## config.mk

```make
export PLATFORM = sky130hd
export DESIGN_NAME = qau_fifo
export DESIGN_NICKNAME = d
export VERILOG_FILES = /design/src/hw/rtl/qau_fifo.sv
export SDC_FILE = /design/constraint.sdc
export NUM_CORES = 1
export LEC_CHECK = 0
export BUFFER_PORTS_ARGS = -buffer_cell sky130_fd_sc_hd__buf_2
export CAP_MARGIN = 15
export CORE_UTILIZATION = 55
export CTS_CLUSTER_DIAMETER = 30
export DETAILED_ROUTE_END_ITERATION = 8
export PLACE_DENSITY = 0.81
export SLEW_MARGIN = 30
export SYNTH_ARGS = -nofsm -noshare
export SYNTH_HDL_FRONTEND = slang
export SYNTH_SLANG_ARGS = --single-unit
```

## constraint.sdc

```tcl
create_clock -name clk -period 13.38 [get_ports clk]
set_input_delay 0.669 -clock clk [delete_from_list [all_inputs] [get_ports clk]]
set_output_delay 0.669 -clock clk [all_outputs]
set_load 0.01 [all_outputs]
```

## src/hw/rtl/qau_fifo.sv

```systemverilog
// Short queue that decouples the front end from the execute stages.
module qau_fifo #(
	parameter int WIDTH = 291,
	parameter int DEPTH = 4
) (
	input  logic             clk,
	input  logic             arst_n,
	input  logic             push,
	input  logic [WIDTH-1:0] wdata,
	output logic             full,
	input  logic             pop,
	output logic [WIDTH-1:0] rdata,
	output logic             nonempty
);

	localparam int PW = $clog2(DEPTH);
	localparam int CNW = $clog2(DEPTH + 1);

	logic [WIDTH-1:0] mem_q [DEPTH];
	logic [PW-1:0]    wr_ptr_q;
	logic [PW-1:0]    rd_ptr_q;
	logic [CNW-1:0]   count_q;

	assign full     = count_q == CNW'(DEPTH);
	assign nonempty = count_q != '0;
	assign rdata    = mem_q[rd_ptr_q];

	always_ff @(posedge clk or negedge arst_n) begin
		if (!arst_n) begin
			wr_ptr_q <= '0;
			rd_ptr_q <= '0;
			count_q  <= '0;
		end else begin
			if (push) begin
				wr_ptr_q <= (wr_ptr_q == PW'(DEPTH - 1)) ? '0 : wr_ptr_q + PW'(1);
			end
			if (pop) begin
				rd_ptr_q <= (rd_ptr_q == PW'(DEPTH - 1)) ? '0 : rd_ptr_q + PW'(1);
			end
			if (push && !pop) begin
				count_q <= count_q + CNW'(1);
			end else if (pop && !push) begin
				count_q <= count_q - CNW'(1);
			end
		end
	end

	always_ff @(posedge clk) begin
		if (push) begin
			mem_q[wr_ptr_q] <= wdata;
		end
	end

endmodule

```

Word-level counts from Yosys, hierarchy flattened
Memories as Yosys holds them, arrays and structs flattened. Cells that the tools add are included.

Bits in registers: 7. Logic and storage cells: 23. Memory bits (writable): 1164. Output and inout bits: 293. Memories kept: 1. Bits of input ports: 295.

Memory list: mem_q (words 4, bits a word 291, read ports 1, clocked after memory_dff 0, write ports 1, RTL line 19) `logic [WIDTH-1:0] mem_q [DEPTH];`.

Add/sub/neg operators: 4. Reductions and logical operators: 6. Eq/ne operators: 3. Mux-type cells: 6.

Operators with widths (number): $mux 3 (2); $add 2x1->2 const B (2); $eq 2x2->1 const B (2); $mux 2 (2); $add 3x1->3 const B (1); $eq 3x3->1 const B (1); $reduce_bool 3->1 (1); $sub 3x1->3 const B (1); $logic_and 1x1->1 (2); $logic_not 1->1 (2); $mux 1 (2); $reduce_bool 2->1 (1).

Depth between registers and ports, before layout
Word-level depth: 4. Mapped depth: 7. Depth with buffers taken out: 7.

Worst setup path after synthesis
Ideal clock, no wire load.

Path type: in2reg. Start: input push. End: memory mem_q[0][0] (enable). Data arrival time: 7.235 ns. Setup time: 0.688 ns. Stages: 1. Path slack: 5.457 ns. Buffers on the path: 0. Required time: 12.692 ns. Cell sequence: and2_1.

Longest elaborated chain between the ends: 2.

RTL lines: start: declaration (RTL line 8) `input logic push,`; $mux 1 (RTL line 49) `if (push) begin`; $mux 1 (not written as such) (RTL line 50) `mem_q[wr_ptr_q] <= wdata;`; end: declaration (RTL line 19).

No other way between the ends.

Worst setup path in the final report
Start: register rd_ptr_q[0]. End: output rdata[61].

Longest elaborated chain between the ends: 1.

RTL lines: start: declaration (RTL line 21) `logic [PW-1:0] rd_ptr_q;`; start signal: assignment (RTL line 38) `rd_ptr_q <= (rd_ptr_q == PW'(DEPTH - 1)) ? '0 : rd_ptr_q + PW'(1);`; $mem_v2 4x291; end: declaration (RTL line 12) `output logic [WIDTH-1:0] rdata,`.

No other way between the ends.

==> metrics.cfg <==
[logic_synthesis]
yosys.cell_types.count = 22
synthTopCellsByCount = 1164 x edfxtp_1, 291 x mux4_2, 29 x buf_2
yosysSeqAreaShare_pct = 82.6
yosys-top-cells-area = edfxtp_1 82%, mux4_2 15%, buf_8 0.71%
yosys_register_bits = 1171
synth_flop_cell = edfxtp_1
ys.warnings.count = 0
synth_edf_count = 1164
synth_top_family_by_area = multiplexers
syn_area_um2 = 42500
synth-xor-area-share_pct = 0.0618
synth_top_area_share_pct = 82.2
synthSimpleGateAreaFrac_pct = 0.135
synth-compound-area-share_pct = 0.0235
ys_async_sr_fraction_pct = 0.598
yosysMostFrequentCell = edfxtp_1
synth_adder_area_share_pct = 0.224
syn_avg_cell_area_um2 = 27.3
synthMuxAreaShare_pct = 15.5
synth.net_count = 1859
postSynthCellCount = 1557
yosysTopAreaCell = edfxtp_1

[timing]
fin_skew_ns = 0.0619
setup_viol = 0
max_slew_margin_pct = 33.4
setup_tns_ns = 0
fin_crit_ns = 4.82
report.final.slew_viol_count = 0
rsz0062_at_grt = false
tightest_slew_ns = 1.00
max_freq_mhz = 207
fin_ws_ns = 8.56
min_period_over_period_pct = 36.0
hold_viol = 0

[finish]
final_cell_area_um2 = 52600
drive_gt1_share_pct = 49.8
fin_cells = 3491
fin_nets = 2582
synthToLayoutAreaGrowth_pct = 23.6

[global_routing]
grt_max_degree = 100
antenna_found_initial = 44
globalRoute.totalOverflow = 0
grt_pass1_vias = 22000
grt_pass1_wl_mm = 145
grt_use_total_pct = 25.8

[power_and_ir_drop]
power_w = 0.0126
ir_drop_mv = 0.222
cellPowerDensity_nw_per_um2 = 240
p_leak_nw = 18.1

[cts]
clk_latency_ns = 0.75
cts.htree.levels = 4
cts_buffer_depth = 3
cts.reportedPaths.clkPinSlew_ns = 0.06
cts_buffers = 170
postCtsSetupRepairBufs = 0
cts-root-buf = clkbuf_16
cts_tree = yes
clock-sinks = 1171

[die]
std_cell_rows = 101
die_h_um = 280
io_pins = 588
core_um2 = 76200
dieWidth_um = 280
initial_core_util_pct = 55.8
dieArea_um2 = 78400

[critical_path]
timing.rr.end = mem_q[2][186]
critPathKind = reg2out
startpoint_type = register
crit_path_end_kind = output pin
crit_chain = buf_16 -> buf_6 -> buf_12 -> mux4_2 -> buf_2
cpMaxStageDelayCell = dfrtp_4
cp_max_fo = 99
timing.critical_path.required_ns = 12.71
crit_path_end = rdata[61]
critPathArrivalTime_ns = 4.15
critPathMaxStageDelay_ns = 0.78
rrSetupSlack_ns = 9.62
worstSetupStartpoint = rd_ptr_q[0]
r2r-start = wr_ptr_q[0]
r2r_cells = 6

[outcome]
status = completed

[route]
avgViaCountPerCell = 5.90
vias = 20600
wl_per_cell_um = 28.9
routed_wl_mm = 101
drt-pass1-iter-count = 5
drt-initial-drc-count = 1943
drcViolationCount = 0
ant_nets = 0

[placement]
post_dp_cell_area_um2 = 46500
place_inst = 3136
dp_hpwl_mm = 55.4
io_buffer_count = 587
place.gp.congestion = 0.827
place_ws_ns = 9.28

[hold_path]
hold_path_class = in2reg

[job]
cap_violations = 0

==> report_power, final <==
group | total (W) | leakage, nW | internal (W) | switching (W)
Sequential | 0.00491 | 10.8 | 0.00471 | 0.000204
Combinational | 0.00315 | 4.45 | 0.00136 | 0.00179
Clock | 0.00453 | 2.84 | 0.00275 | 0.00178
==> worst min-delay path by stage <==
stage,start,end,slack (ns),cells past startpoint
final,wdata[280],mem_q[0][280],0.11,1
after global routing,wdata[280],mem_q[2][280],0.09,1
after CTS,wdata[153],mem_q[2][153],0.07,1
after detailed placement,count_q[2],count_q[2],0.49,1
after global placement,count_q[2],count_q[2],0.47,1
after floorplan,arst_n,count_q[0],0.37,0
==> metal layers <==
metal	routed length (um)	global-route usage, %	up-vias
met5	166	0	-
met4	4350	12.9	26
met3	8320	7.06	294
met2	53800	43.9	1139
met1	34400	30.2	10800
li1	-	-	8351
==> flip-flops by register name, summed over array words and instances, names as in the netlist <==
name	count
count_q	3
mem_q	1164
rd_ptr_q	2
wr_ptr_q	2
==> per-stage QoR <==
step	utilization, %	hold WS (ns)
3_3_place_gp	60.8	0.468
5_1_grt	68.9	0.0853
6_report	69.0	0.115
2_1_floorplan	-	0.373
3_5_place_dp	61.0	0.486
4_1_cts	68.8	0.0723
==> repair_timing <==
| action | in CTS | in global routing |
|---|---|---|
| hold buffers | 1 | 0 |
| hold endpoints to repair | 7 | 0 |
| gates resized for setup | 0 | 0 |
==> cell usage in the layout, fill, tap and decap left out, types with 3 or more instances in the layout <==
cell / n
ha_1: 6
clkinv_4: 13
buf_12: 4
inv_6: 26
clkinv_16: 10
buf_2: 587
buf_16: 3
clkbuf_16: 171
buf_4: 16
clkbuf_1: 14
inv_8: 8
clkinv_1: 11
inv_1: 4
clkinv_2: 25
buf_6: 5
clkinvlp_4: 21
edfxtp_1: 1164
bufinv_16: 17
diode_2: 34
nor2_1: 3
mux2_2: 3
dfrtp_1: 5
and2_4: 4
mux4_2: 291
==> worst max-delay path: cells and delay by family (launching register included) <==
family / cells / cell delay, ns
flip-flops: 1 / 0.78
multiplexers: 1 / 0.64
buffers and inverters: 4 / 1.78
==> final cells by class <==
cell class / count / area, um^2
fillers: 4293 / 23600
well taps: 1030 / 1290
diodes: 34 / 85.1
multi-input cells: 317 / 6790
flip-flops and latches: 1171 / 35100
clock inverters: 134 / 1620
inverters: 4 / 15.0
repair buffers: 616 / 3290
clock buffers: 185 / 4330
==> cell families after synthesis <==
family,count (synthesis)
AOI/OAI and AO/OA,2
xor gates and xnor gates,3
adders and majority gates,7
buffers and inverters,69
DFF,1171
muxes,294
and+or+nand+nor,11
Note: power is estimated with default switching activity, not from simulation.
