<file path="config.mk">
export PLATFORM = sky130hd
export DESIGN_NAME = qau_nrm
export DESIGN_NICKNAME = d
export VERILOG_FILES = /design/src/hw/rtl/qau_pkg.sv /design/src/hw/rtl/qau_nrm.sv
export SDC_FILE = /design/constraint.sdc
export NUM_CORES = 2
export LEC_CHECK = 0
export BUFFER_PORTS_ARGS = -buffer_cell sky130_fd_sc_hd__buf_2
export CORE_ASPECT_RATIO = 1.2
export CORE_MARGIN = 1.5
export CORE_UTILIZATION = 30
export DETAILED_ROUTE_END_ITERATION = 6
export SYNTH_ARGS = -nofsm -noshare
export SYNTH_HDL_FRONTEND = slang
export SYNTH_SLANG_ARGS = --single-unit
</file>
<file path="constraint.sdc">
create_clock -name clk -period 7.54 [get_ports clk]
set_clock_uncertainty 0.15 [all_clocks]
set_input_delay 1.131 -clock clk [delete_from_list [all_inputs] [get_ports clk]]
set_output_delay 1.131 -clock clk [all_outputs]
set_load 0.01 [all_outputs]
</file>
<file path="src/hw/rtl/qau_pkg.sv">
// Shared types and constants of the quaternion arithmetic unit.
package qau_pkg;

	// Operation codes as they arrive in the kind field of an input item.
	localparam logic [2:0] KIND_ADD   = 3'd0;
	localparam logic [2:0] KIND_SUB   = 3'd1;
	localparam logic [2:0] KIND_MUL   = 3'd2;
	localparam logic [2:0] KIND_SCALE = 3'd3;
	localparam logic [2:0] KIND_CONJ  = 3'd4;
	localparam logic [2:0] KIND_NORM  = 3'd5;

	// Operation class chosen by the front end; unused kinds pass A through.
	typedef enum logic [2:0] {
		OP_ADD   = 3'd0,
		OP_SUB   = 3'd1,
		OP_MUL   = 3'd2,
		OP_SCALE = 3'd3,
		OP_CONJ  = 3'd4,
		OP_NORM  = 3'd5,
		OP_PASS  = 3'd6
	} op_t;

	localparam int OP_BITS = 3;

	// Hamilton product: bit j of row k is set when term a[j]*b[j^k] is subtracted.
	localparam logic [3:0] MUL_NEG [4] = '{4'b1110, 4'b1000, 4'b0010, 4'b0100};

	// Handshake between the execute stage and the normalize unit.
	typedef struct packed {
		logic start;
		logic ack;
	} nrm_ctl_t;

	typedef struct packed {
		logic idle;
		logic done;
	} nrm_sts_t;

endpackage

</file>
<file path="src/hw/rtl/qau_nrm.sv">
// Normalize unit: bit-serial square root of the sum of squares, then four bit-serial divides side by side.
module qau_nrm #(
	parameter int COMP_WIDTH = 32,
	parameter int FRAC_BITS  = 28
) (
	input  logic                         clk,
	input  logic                         arst_n,
	input  qau_pkg::nrm_ctl_t            ctl,
	output qau_pkg::nrm_sts_t            sts,
	input  logic [2*COMP_WIDTH+1:0]      s_sum,
	input  logic signed [COMP_WIDTH-1:0] a [4],
	output logic signed [COMP_WIDTH-1:0] res [4],
	output logic                         sat,
	output logic                         zn
);

	localparam int CW   = COMP_WIDTH;
	localparam int FB   = FRAC_BITS;
	localparam int SW   = 2 * CW + 2;
	localparam int RW   = CW + 4;
	localparam int VW   = ((FB + 2 > CW) ? FB + 2 : CW) + 2;
	localparam int CNTW = $clog2(((CW > FB) ? CW : FB) + 1);

	typedef enum logic [4:0] {
		ST_IDLE = 5'b00001,
		ST_SQRT = 5'b00010,
		ST_DIV  = 5'b00100,
		ST_FIN  = 5'b01000,
		ST_DONE = 5'b10000
	} nrm_state_t;

	nrm_state_t      state_q;
	logic [CNTW-1:0] cnt_q;
	logic [SW-1:0]   sop_q;
	logic [RW-1:0]   srem_q;
	logic [CW:0]     root_q;
	logic [CW:0]     r_q [4];
	logic [FB:0]     q_q [4];
	logic            neg_q [4];
	logic signed [CW-1:0] res_q [4];
	logic            sat_q;
	logic            zn_q;

	logic [RW-1:0]   sx;
	logic [RW-1:0]   strial;
	logic            sge;
	logic [CW+1:0]   dx [4];
	logic            dge [4];
	logic [CW:0]     mag_in [4];
	logic [CW:0]     fin_cl [4];

	function automatic logic [CW:0] clamp(input logic signed [VW-1:0] v);
		logic [VW-CW:0] top;
		top = v[VW-1:CW-1];
		if (top == '0 || top == '1) begin
			return {1'b0, v[CW-1:0]};
		end else if (v[VW-1]) begin
			return {2'b11, {(CW-1){1'b0}}};
		end else begin
			return {2'b10, {(CW-1){1'b1}}};
		end
	endfunction

	// One step of the restoring square root: two radicand bits per step.
	assign sx     = {srem_q[RW-3:0], sop_q[SW-1:SW-2]};
	assign strial = {{(RW-CW-3){1'b0}}, root_q, 2'b01};
	assign sge    = sx >= strial;

	always_comb begin
		for (int i = 0; i < 4; i++) begin
			logic [FB+1:0]        mag_f;
			logic signed [VW-1:0] v;
			logic                 up;
			mag_in[i] = {1'b0, (a[i][CW-1] ? (~a[i] + CW'(1)) : a[i])};
			// The first divide step takes the magnitude as it is, later steps shift.
			dx[i]  = (cnt_q == '0) ? {1'b0, r_q[i]} : {r_q[i], 1'b0};
			dge[i] = dx[i] >= {1'b0, root_q};
			// Round to nearest, ties away from zero, on the magnitude.
			up     = {r_q[i], 1'b0} >= {1'b0, root_q};
			mag_f  = {1'b0, q_q[i]} + (FB + 2)'(up);
			v      = VW'({{(VW-FB-2){1'b0}}, mag_f});
			if (neg_q[i]) begin
				v = -v;
			end
			fin_cl[i] = clamp(v);
		end
	end

	always_ff @(posedge clk or negedge arst_n) begin
		if (!arst_n) begin
			state_q <= ST_IDLE;
			cnt_q   <= '0;
		end else begin
			case (state_q)
				ST_IDLE: begin
					cnt_q <= '0;
					if (ctl.start) begin
						state_q <= (s_sum == '0) ? ST_DONE : ST_SQRT;
					end
				end
				ST_SQRT: begin
					if (cnt_q == CNTW'(CW)) begin
						cnt_q   <= '0;
						state_q <= ST_DIV;
					end else begin
						cnt_q <= cnt_q + CNTW'(1);
					end
				end
				ST_DIV: begin
					if (cnt_q == CNTW'(FB)) begin
						cnt_q   <= '0;
						state_q <= ST_FIN;
					end else begin
						cnt_q <= cnt_q + CNTW'(1);
					end
				end
				ST_FIN: begin
					state_q <= ST_DONE;
				end
				ST_DONE: begin
					if (ctl.ack) begin
						state_q <= ST_IDLE;
					end
				end
				default: begin
					state_q <= ST_IDLE;
				end
			endcase
		end
	end

	always_ff @(posedge clk) begin
		case (state_q)
			ST_IDLE: begin
				if (ctl.start) begin
					sop_q  <= s_sum;
					srem_q <= '0;
					root_q <= '0;
					sat_q  <= 1'b0;
					zn_q   <= s_sum == '0;
					for (int i = 0; i < 4; i++) begin
						r_q[i]   <= mag_in[i];
						q_q[i]   <= '0;
						neg_q[i] <= a[i][CW-1];
						res_q[i] <= a[i];
					end
				end
			end
			ST_SQRT: begin
				sop_q  <= sop_q << 2;
				srem_q <= sge ? sx - strial : sx;
				root_q <= {root_q[CW-1:0], sge};
			end
			ST_DIV: begin
				for (int i = 0; i < 4; i++) begin
					r_q[i] <= dge[i] ? (CW + 1)'(dx[i] - {1'b0, root_q}) : dx[i][CW:0];
					q_q[i] <= {q_q[i][FB-1:0], dge[i]};
				end
			end
			ST_FIN: begin
				for (int i = 0; i < 4; i++) begin
					res_q[i] <= fin_cl[i][CW-1:0];
				end
				sat_q <= fin_cl[0][CW] | fin_cl[1][CW] | fin_cl[2][CW] | fin_cl[3][CW];
				zn_q  <= 1'b0;
			end
			default: begin
			end
		endcase
	end

	assign sts.idle = state_q == ST_IDLE;
	assign sts.done = state_q == ST_DONE;
	assign res      = res_q;
	assign sat      = sat_q;
	assign zn       = zn_q;

`ifndef SYNTHESIS
	a_start_idle: assert property (@(posedge clk) disable iff (!arst_n)
		ctl.start |-> state_q == ST_IDLE)
		else $error("normalize started while the unit was busy");
	a_zero_done: assert property (@(posedge clk) disable iff (!arst_n)
		ctl.start && s_sum == '0 |=> state_q == ST_DONE && zn_q)
		else $error("zero norm did not finish at once with its flag");
	a_root_nonzero: assert property (@(posedge clk) disable iff (!arst_n)
		state_q == ST_DIV |-> root_q != '0)
		else $error("divide started with a zero root");
	a_ack_done: assert property (@(posedge clk) disable iff (!arst_n)
		ctl.ack |-> state_q == ST_DONE)
		else $error("normalize result taken before it was finished");
`endif

endmodule

</file>
Word level (Yosys, flattened, before mapping)
Memories as Yosys holds them, arrays and structs flattened. Cells that the tools add are included.

Bits in registers: 274. Memories: 3. Word-level logic and storage cells: 146. RAM bits: 252. Bits of input ports: 198. Output and inout port bits: 132.

Memories: r_q (depth 4, width 33, read ports 4, clocked after memory_dff 0, wr ports 4, line qau_nrm.sv:37) `logic [CW:0] r_q [4];`; q_q (depth 4, width 29, read ports 4, clocked after memory_dff 0, wr ports 4, line qau_nrm.sv:38) `logic [FB:0] q_q [4];`; neg_q (depth 4, width 1, read ports 4, clocked after memory_dff 0, wr ports 4, line qau_nrm.sv:39) `logic neg_q [4];`.

Bitwise logic cells: 15. Equal/unequal tests: 15. Reductions and logical operators: 16. Multiplexer cells: 59. Magnitude comparators: 9. Add/sub/neg operators: 18.

Operators with widths (number): 33-bit 2-to-1 mux (13); 34-bit 2-to-1 mux (10); 34-bit by 33-bit greater-or-equal comparator with 1-bit output (8); 32-bit 2-to-1 mux (8); 128-bit one-hot mux with 2 select lines (1); 30-bit negation with 34-bit output (4); 66-bit one-hot mux with 2 select lines (1); 33-bit subtractor (4); 32-bit by 2-bit adder with 32-bit output, second input constant (4); 128-bit 2-to-1 mux (1); 32-bit NOT (4); 29-bit by 1-bit adder with 30-bit output (4); 29-bit 2-to-1 mux (4); 34-bit one-hot mux with 2 select lines (1); 66-bit zero test (1); 66-bit 2-to-1 mux (1); 33-bit one-hot mux with 2 select lines (1); 36-bit by 35-bit greater-or-equal comparator with 1-bit output (1); 34-bit subtractor (1); 5-bit 2-to-1 mux (5); 5-bit one-hot mux with 5 select lines (1); 6-bit one-hot mux with 3 select lines (1); 3-bit equality test, second input constant (4); 3-bit zero test (4); other kinds (19) (45).

Longest topological paths before layout
An unclocked memory read counts as a cell.

Depth in word-level cells: 12. Gate-level depth with buffers: 29. Mapped depth without buffers: 26.

Worst setup path before layout
OpenSTA, ideal clock, no wires.

Path type: flip-flop to flip-flop. Start point: register state_q[0]. End point: memory q_q[0][0] in the netlist's numbering, enable pin. Data arrival time: 5653 ps. Clock period less this slack: 7729 ps. Cell stages (with the launch flop): 7. Required time: 5464 ps. Slack: -189 ps. Setup time: 1926 ps. Buffers on the path: 3. Cells stage by stage: dfstp_2 > nor3_1 > nand3b_1 > clkbuf_1 > buf_1 > clkbuf_1 > nand2_1.

RTL lines: start, declared (line qau_nrm.sv:32) `nrm_state_t state_q;`; start signal, assigned (line qau_nrm.sv:98) `state_q <= (s_sum == '0) ? ST_DONE : ST_SQRT;`; end, declared (line qau_nrm.sv:38).

Worst setup path after layout
Start point: register root_q[15]. End point: register res_q, in the netlist res[41] (data pin).

Longest elaborated chain between the ends: 8. Elaborated cells between the ends (all ways): 10. Those cells by class: 2 x add/sub; 1 x order compare; 1 x eq/ne; 4 x mux; 2 x reduce/logical.

RTL lines: start, declared (line qau_nrm.sv:36) `logic [CW:0] root_q;`; start signal, assigned (line qau_nrm.sv:152) `root_q <= {root_q[CW-1:0], sge};`; 34-bit by 33-bit greater-or-equal comparator with 1-bit output * (line qau_nrm.sv:79) `up = {r_q[i], 1'b0} >= {1'b0, root_q};`; 29-bit by 1-bit adder with 30-bit output * (line qau_nrm.sv:80) `mag_f = {1'b0, q_q[i]} + (FB + 2)'(up);`; 30-bit negation with 34-bit output (line qau_nrm.sv:83) `v = -v;`; 34-bit 2-to-1 mux * (line qau_nrm.sv:82) `if (neg_q[i]) begin`; 3-bit equality test or 3-bit zero test (tied branches) (line qau_nrm.sv:55) `if (top == '0 || top == '1) begin`; 1-bit logical OR (line qau_nrm.sv:55); 33-bit 2-to-1 mux * (line qau_nrm.sv:55); 128-bit one-hot mux with 2 select lines * (line qau_nrm.sv:133) `case (state_q)`; end signal, assigned by index (line qau_nrm.sv:145) `res_q[i] <= a[i];`; end signal, assigned by index (line qau_nrm.sv:162) `res_q[i] <= fin_cl[i][CW-1:0];`; end, declared (line qau_nrm.sv:40) `logic signed [CW-1:0] res_q [4];`.

Every way passes the cells marked *; elsewhere a longest branch is shown, timed or not. A chain may end at the register's enable or synchronous reset.

==> results_dict.tcl <==
set metrics [dict create \
    status "finished clean" \
    layout-drive-gt1-share 0.111 \
    rows 154 \
    syn-num-nets 5716 \
    place_ws_ps 181 \
    fp.dieArea_sq_um 150000 \
    tns_ps 0 \
    rsz0062_at_grt "false" \
    worst_ep_arrival_time_ps 7430 \
    drcViolationCount 0 \
    dp_hpwl_mm 117 \
    ir_drop_uv 306 \
    io_buffer_count 329 \
    routabilityCongestion 0.962 \
    seq_area_frac_synth 0.356 \
    hold_class "input port to async pin" \
    worst-r2r-cell-count 21 \
    synth-edff-count 515 \
    synth_cell_types 91 \
    cts_max_level 3 \
    finalHoldViolations 0 \
    nets 5957 \
    rr_startpoint "root_q[15]" \
    powerDensity_nw_per_um2 516 \
    critPathMaxFanout 16 \
    cp_top_family "simple AND/OR/NAND/NOR gates" \
    stdcell_count 7445 \
    insertion_delay_ps 680 \
    cts_sinks 526 \
    vias 40500 \
    detail_route.wl_per_cell_microns 21.0 \
    cts_tree "done" \
    die_h_microns 424 \
    relSlewSlack 0.207 \
    cp-end-kind "flip-flop" \
    p_leak_uw 0.0203 \
    drt-total-wl_mm 156 \
    critPathBufInv 1 \
    cp_cell_sequence "inv_1 > ha_1 > nand4_1 > or4_1 > nor4b_1 > a211oi_1 > o21ai_0 > a221oi_1 > o21ai_0 > a41o_1 > ha_1 > ha_1 > nand2_1 > or3_1 > nor4_2 > and3_1 > o21ai_1 > a2111o_1 > o21a_1 > maj3_1 > o21ai_0" \
    ys_ff_latch 526 \
    avgSynthCellArea_sq_um 8.51 \
    core_sq_um 147000 \
    design_area_sq_um 50500 \
    synth_top_area_share 0.349 \
    post_cts_buffers 0 \
    drt_first_iter_violations 3441 \
    drv_cap 0 \
    yosysTopAreaCell "edfxtp_1" \
    grt.total_usage 0.201 \
    crit_path_start_kind "flip-flop" \
    grt_pass1_wl_mm 235 \
    syn_area_sq_um 44300 \
    final.setup.worst_slack_ps 466 \
    drt_first_pass_iters 7 \
    dp_cells 7322 \
    slew_viol_final 0 \
    synthTopCellsByCount "1001 x nand2_1, 515 x edfxtp_1, 376 x nor2_1" \
    setup_viol 0 \
    start_util 0.302 \
    synthTopCellsByArea "edfxtp_1 35%, ha_1 8.8%, nand2_1 8.5%, xnor2_1 5.7%, o21ai_0 3.8%" \
    ant_nets 0 \
    cp.required_ps 7900 \
    antenna_found_initial 8 \
    ff2ff_setup_slack_ps 470 \
    synth_most_common_cell "nand2_1" \
    synthArstFlopShare 0.0209 \
    ys.flop_type "edfxtp_1" \
    syn_to_final_growth_pct 14.1 \
    finalPower_uw 26100 \
    cts_root_buf "clkbuf_16" \
    cts.reportedPaths.clkPinSlew_ps 60 \
    cts_max_path_buffers 3 \
    max_freq_mhz 141 \
    die_width_microns 354 \
    reg2reg_to "res[41]" \
    worst_pin_slew_ps 1190 \
    period_minus_slack_ps 7070 \
    grt_pass1_vias 38300 \
    viasPerCell 5.44 \
    yosysWarnings 0 \
    period_share 0.938 \
    grt_max_degree 177 \
    slowest_delay_ps 620 \
    ios 330 \
    cp_slowest_cell "nor4_2" \
    numCtsBuffers 68 \
    syn_inst 5201 \
    dpl_cell_area_sq_um 48300 \
    gr-total-overflow 0 \
    path_class "flip-flop to flip-flop" \
]
worst max-delay path by stage:
stage | slack (ps) | endpoint | from | cells after the start
2_1_floorplan | 1550 | res[81] | root_q[1] | 26
3_3_place_gp | -310 | res[113] | root_q[5] | 24
3_5_place_dp | 180 | sat | root_q[3] | 25
4_1_cts | 130 | sat | root_q[3] | 25
5_1_grt | 5 | res[119] | root_q[1] | 23
6_report | 470 | res[41] | root_q[15] | 21
layout by cell type, fill, tap and decap left out, types with 20 or more instances in the layout:
cell type | Yosys | final
o21ai_0 | 337 | 337
or3_1 | 59 | 58
nor3_1 | 118 | 118
o21a_1 | 43 | 43
ha_1 | 313 | 313
o211ai_1 | 30 | 30
or4_1 | 34 | 34
o21bai_1 | 26 | 26
clkbuf_16 | 0 | 71
a211oi_1 | 58 | 58
o41ai_1 | 24 | 24
a21o_1 | 121 | 120
nor2b_1 | 29 | 28
xnor2_1 | 289 | 289
o31ai_1 | 74 | 73
and2_1 | 116 | 116
and3_1 | 43 | 43
nand2b_1 | 41 | 40
and4_1 | 20 | 20
nor4_1 | 56 | 55
edfxtp_1 | 515 | 515
or2_2 | 26 | 26
nor2_1 | 376 | 376
mux2i_1 | 68 | 68
nand2_1 | 1001 | 998
a21oi_1 | 294 | 293
inv_1 | 129 | 129
xor2_1 | 168 | 168
nand4_1 | 87 | 87
buf_2 | 18 | 329
nand3_1 | 115 | 114
buf_4 | 5 | 86
a31oi_1 | 64 | 64
metrics by stage:
| step | utilization | hold WS, ps |
|---|---|---|
| after floorplan | - | 334 |
| after global placement | 0.329 | 336 |
| after detailed placement | 0.329 | 343 |
| after CTS | 0.344 | 139 |
| after global routing | 0.344 | 182 |
| final | 0.344 | 197 |
worst reg2reg max path, stage by stage, from the launching register on:
cell and delay [ps]:
edfxtp_1 350, inv_1 460, ha_1 260, nand4_1 120, or4_1 520, nor4b_1 360
a211oi_1 100, o21ai_0 90, a221oi_1 100, o21ai_0 350, a41o_1 270, ha_1 220
ha_1 330, nand2_1 230, or3_1 540, nor4_2 620, and3_1 240, o21ai_1 90
a2111o_1 440, o21a_1 420, maj3_1 470, o21ai_0 190
what timing repair did:
item | 4_1_cts | 5_1_grt
hold buffers | 0 | 0
endpoints found under the setup margin | 0 | 17
resized for setup | 0 | 4
layer usage:
metal,vias up,share of wire,global-route usage,routed length [microns]
met3,296,0.054,0.0258,8400
met5,-,0.00022,0,34
li1,19400,-,-,-
met4,6,0.047,0.0928,7350
met2,1306,0.49,0.346,75800
met1,19500,0.41,0.249,64600
report_power, final:
part / switching [uW] / total, uW / internal, uW
Sequential: 929 / 5690 / 4770
Combinational: 10600 / 17000 / 6430
Clock: 1410 / 3370 / 1960
cell type report:
cell class / instances / area (sq um)
clock buffer: 79 / 1810
sequential: 526 / 15700
inverter: 130 / 488
timing repair buffer: 425 / 2490
tap: 1950 / 2440
clock inverter: 40 / 404
multi-input combinational: 4291 / 27100
antenna: 4 / 10.0
fill: 15100 / 96100
flip-flops by register name, summed over array words and instances (netlist names):
name	cells
root_q	33
res	128
zn	1
cnt_q	6
neg_q	4
srem_q	34
state_q	5
sop_q	66
r_q	132
q_q	116
sat	1
cell families (layout without fill, tap and decap cells):
family	after synthesis	after routing	share of synthesized area
AOI/OAI and AO/OA	1241	1241	0.177
other	0	4	0
DFF	526	526	0.356
adders and majority gates	328	328	0.0928
muxes	81	81	0.0187
and+or+nand+nor	2184	2184	0.231
buffers and inverters	384	674	0.0339
xor gates and xnor gates	457	457	0.0904
No activity file was read; power rests on OpenSTA's default activity.
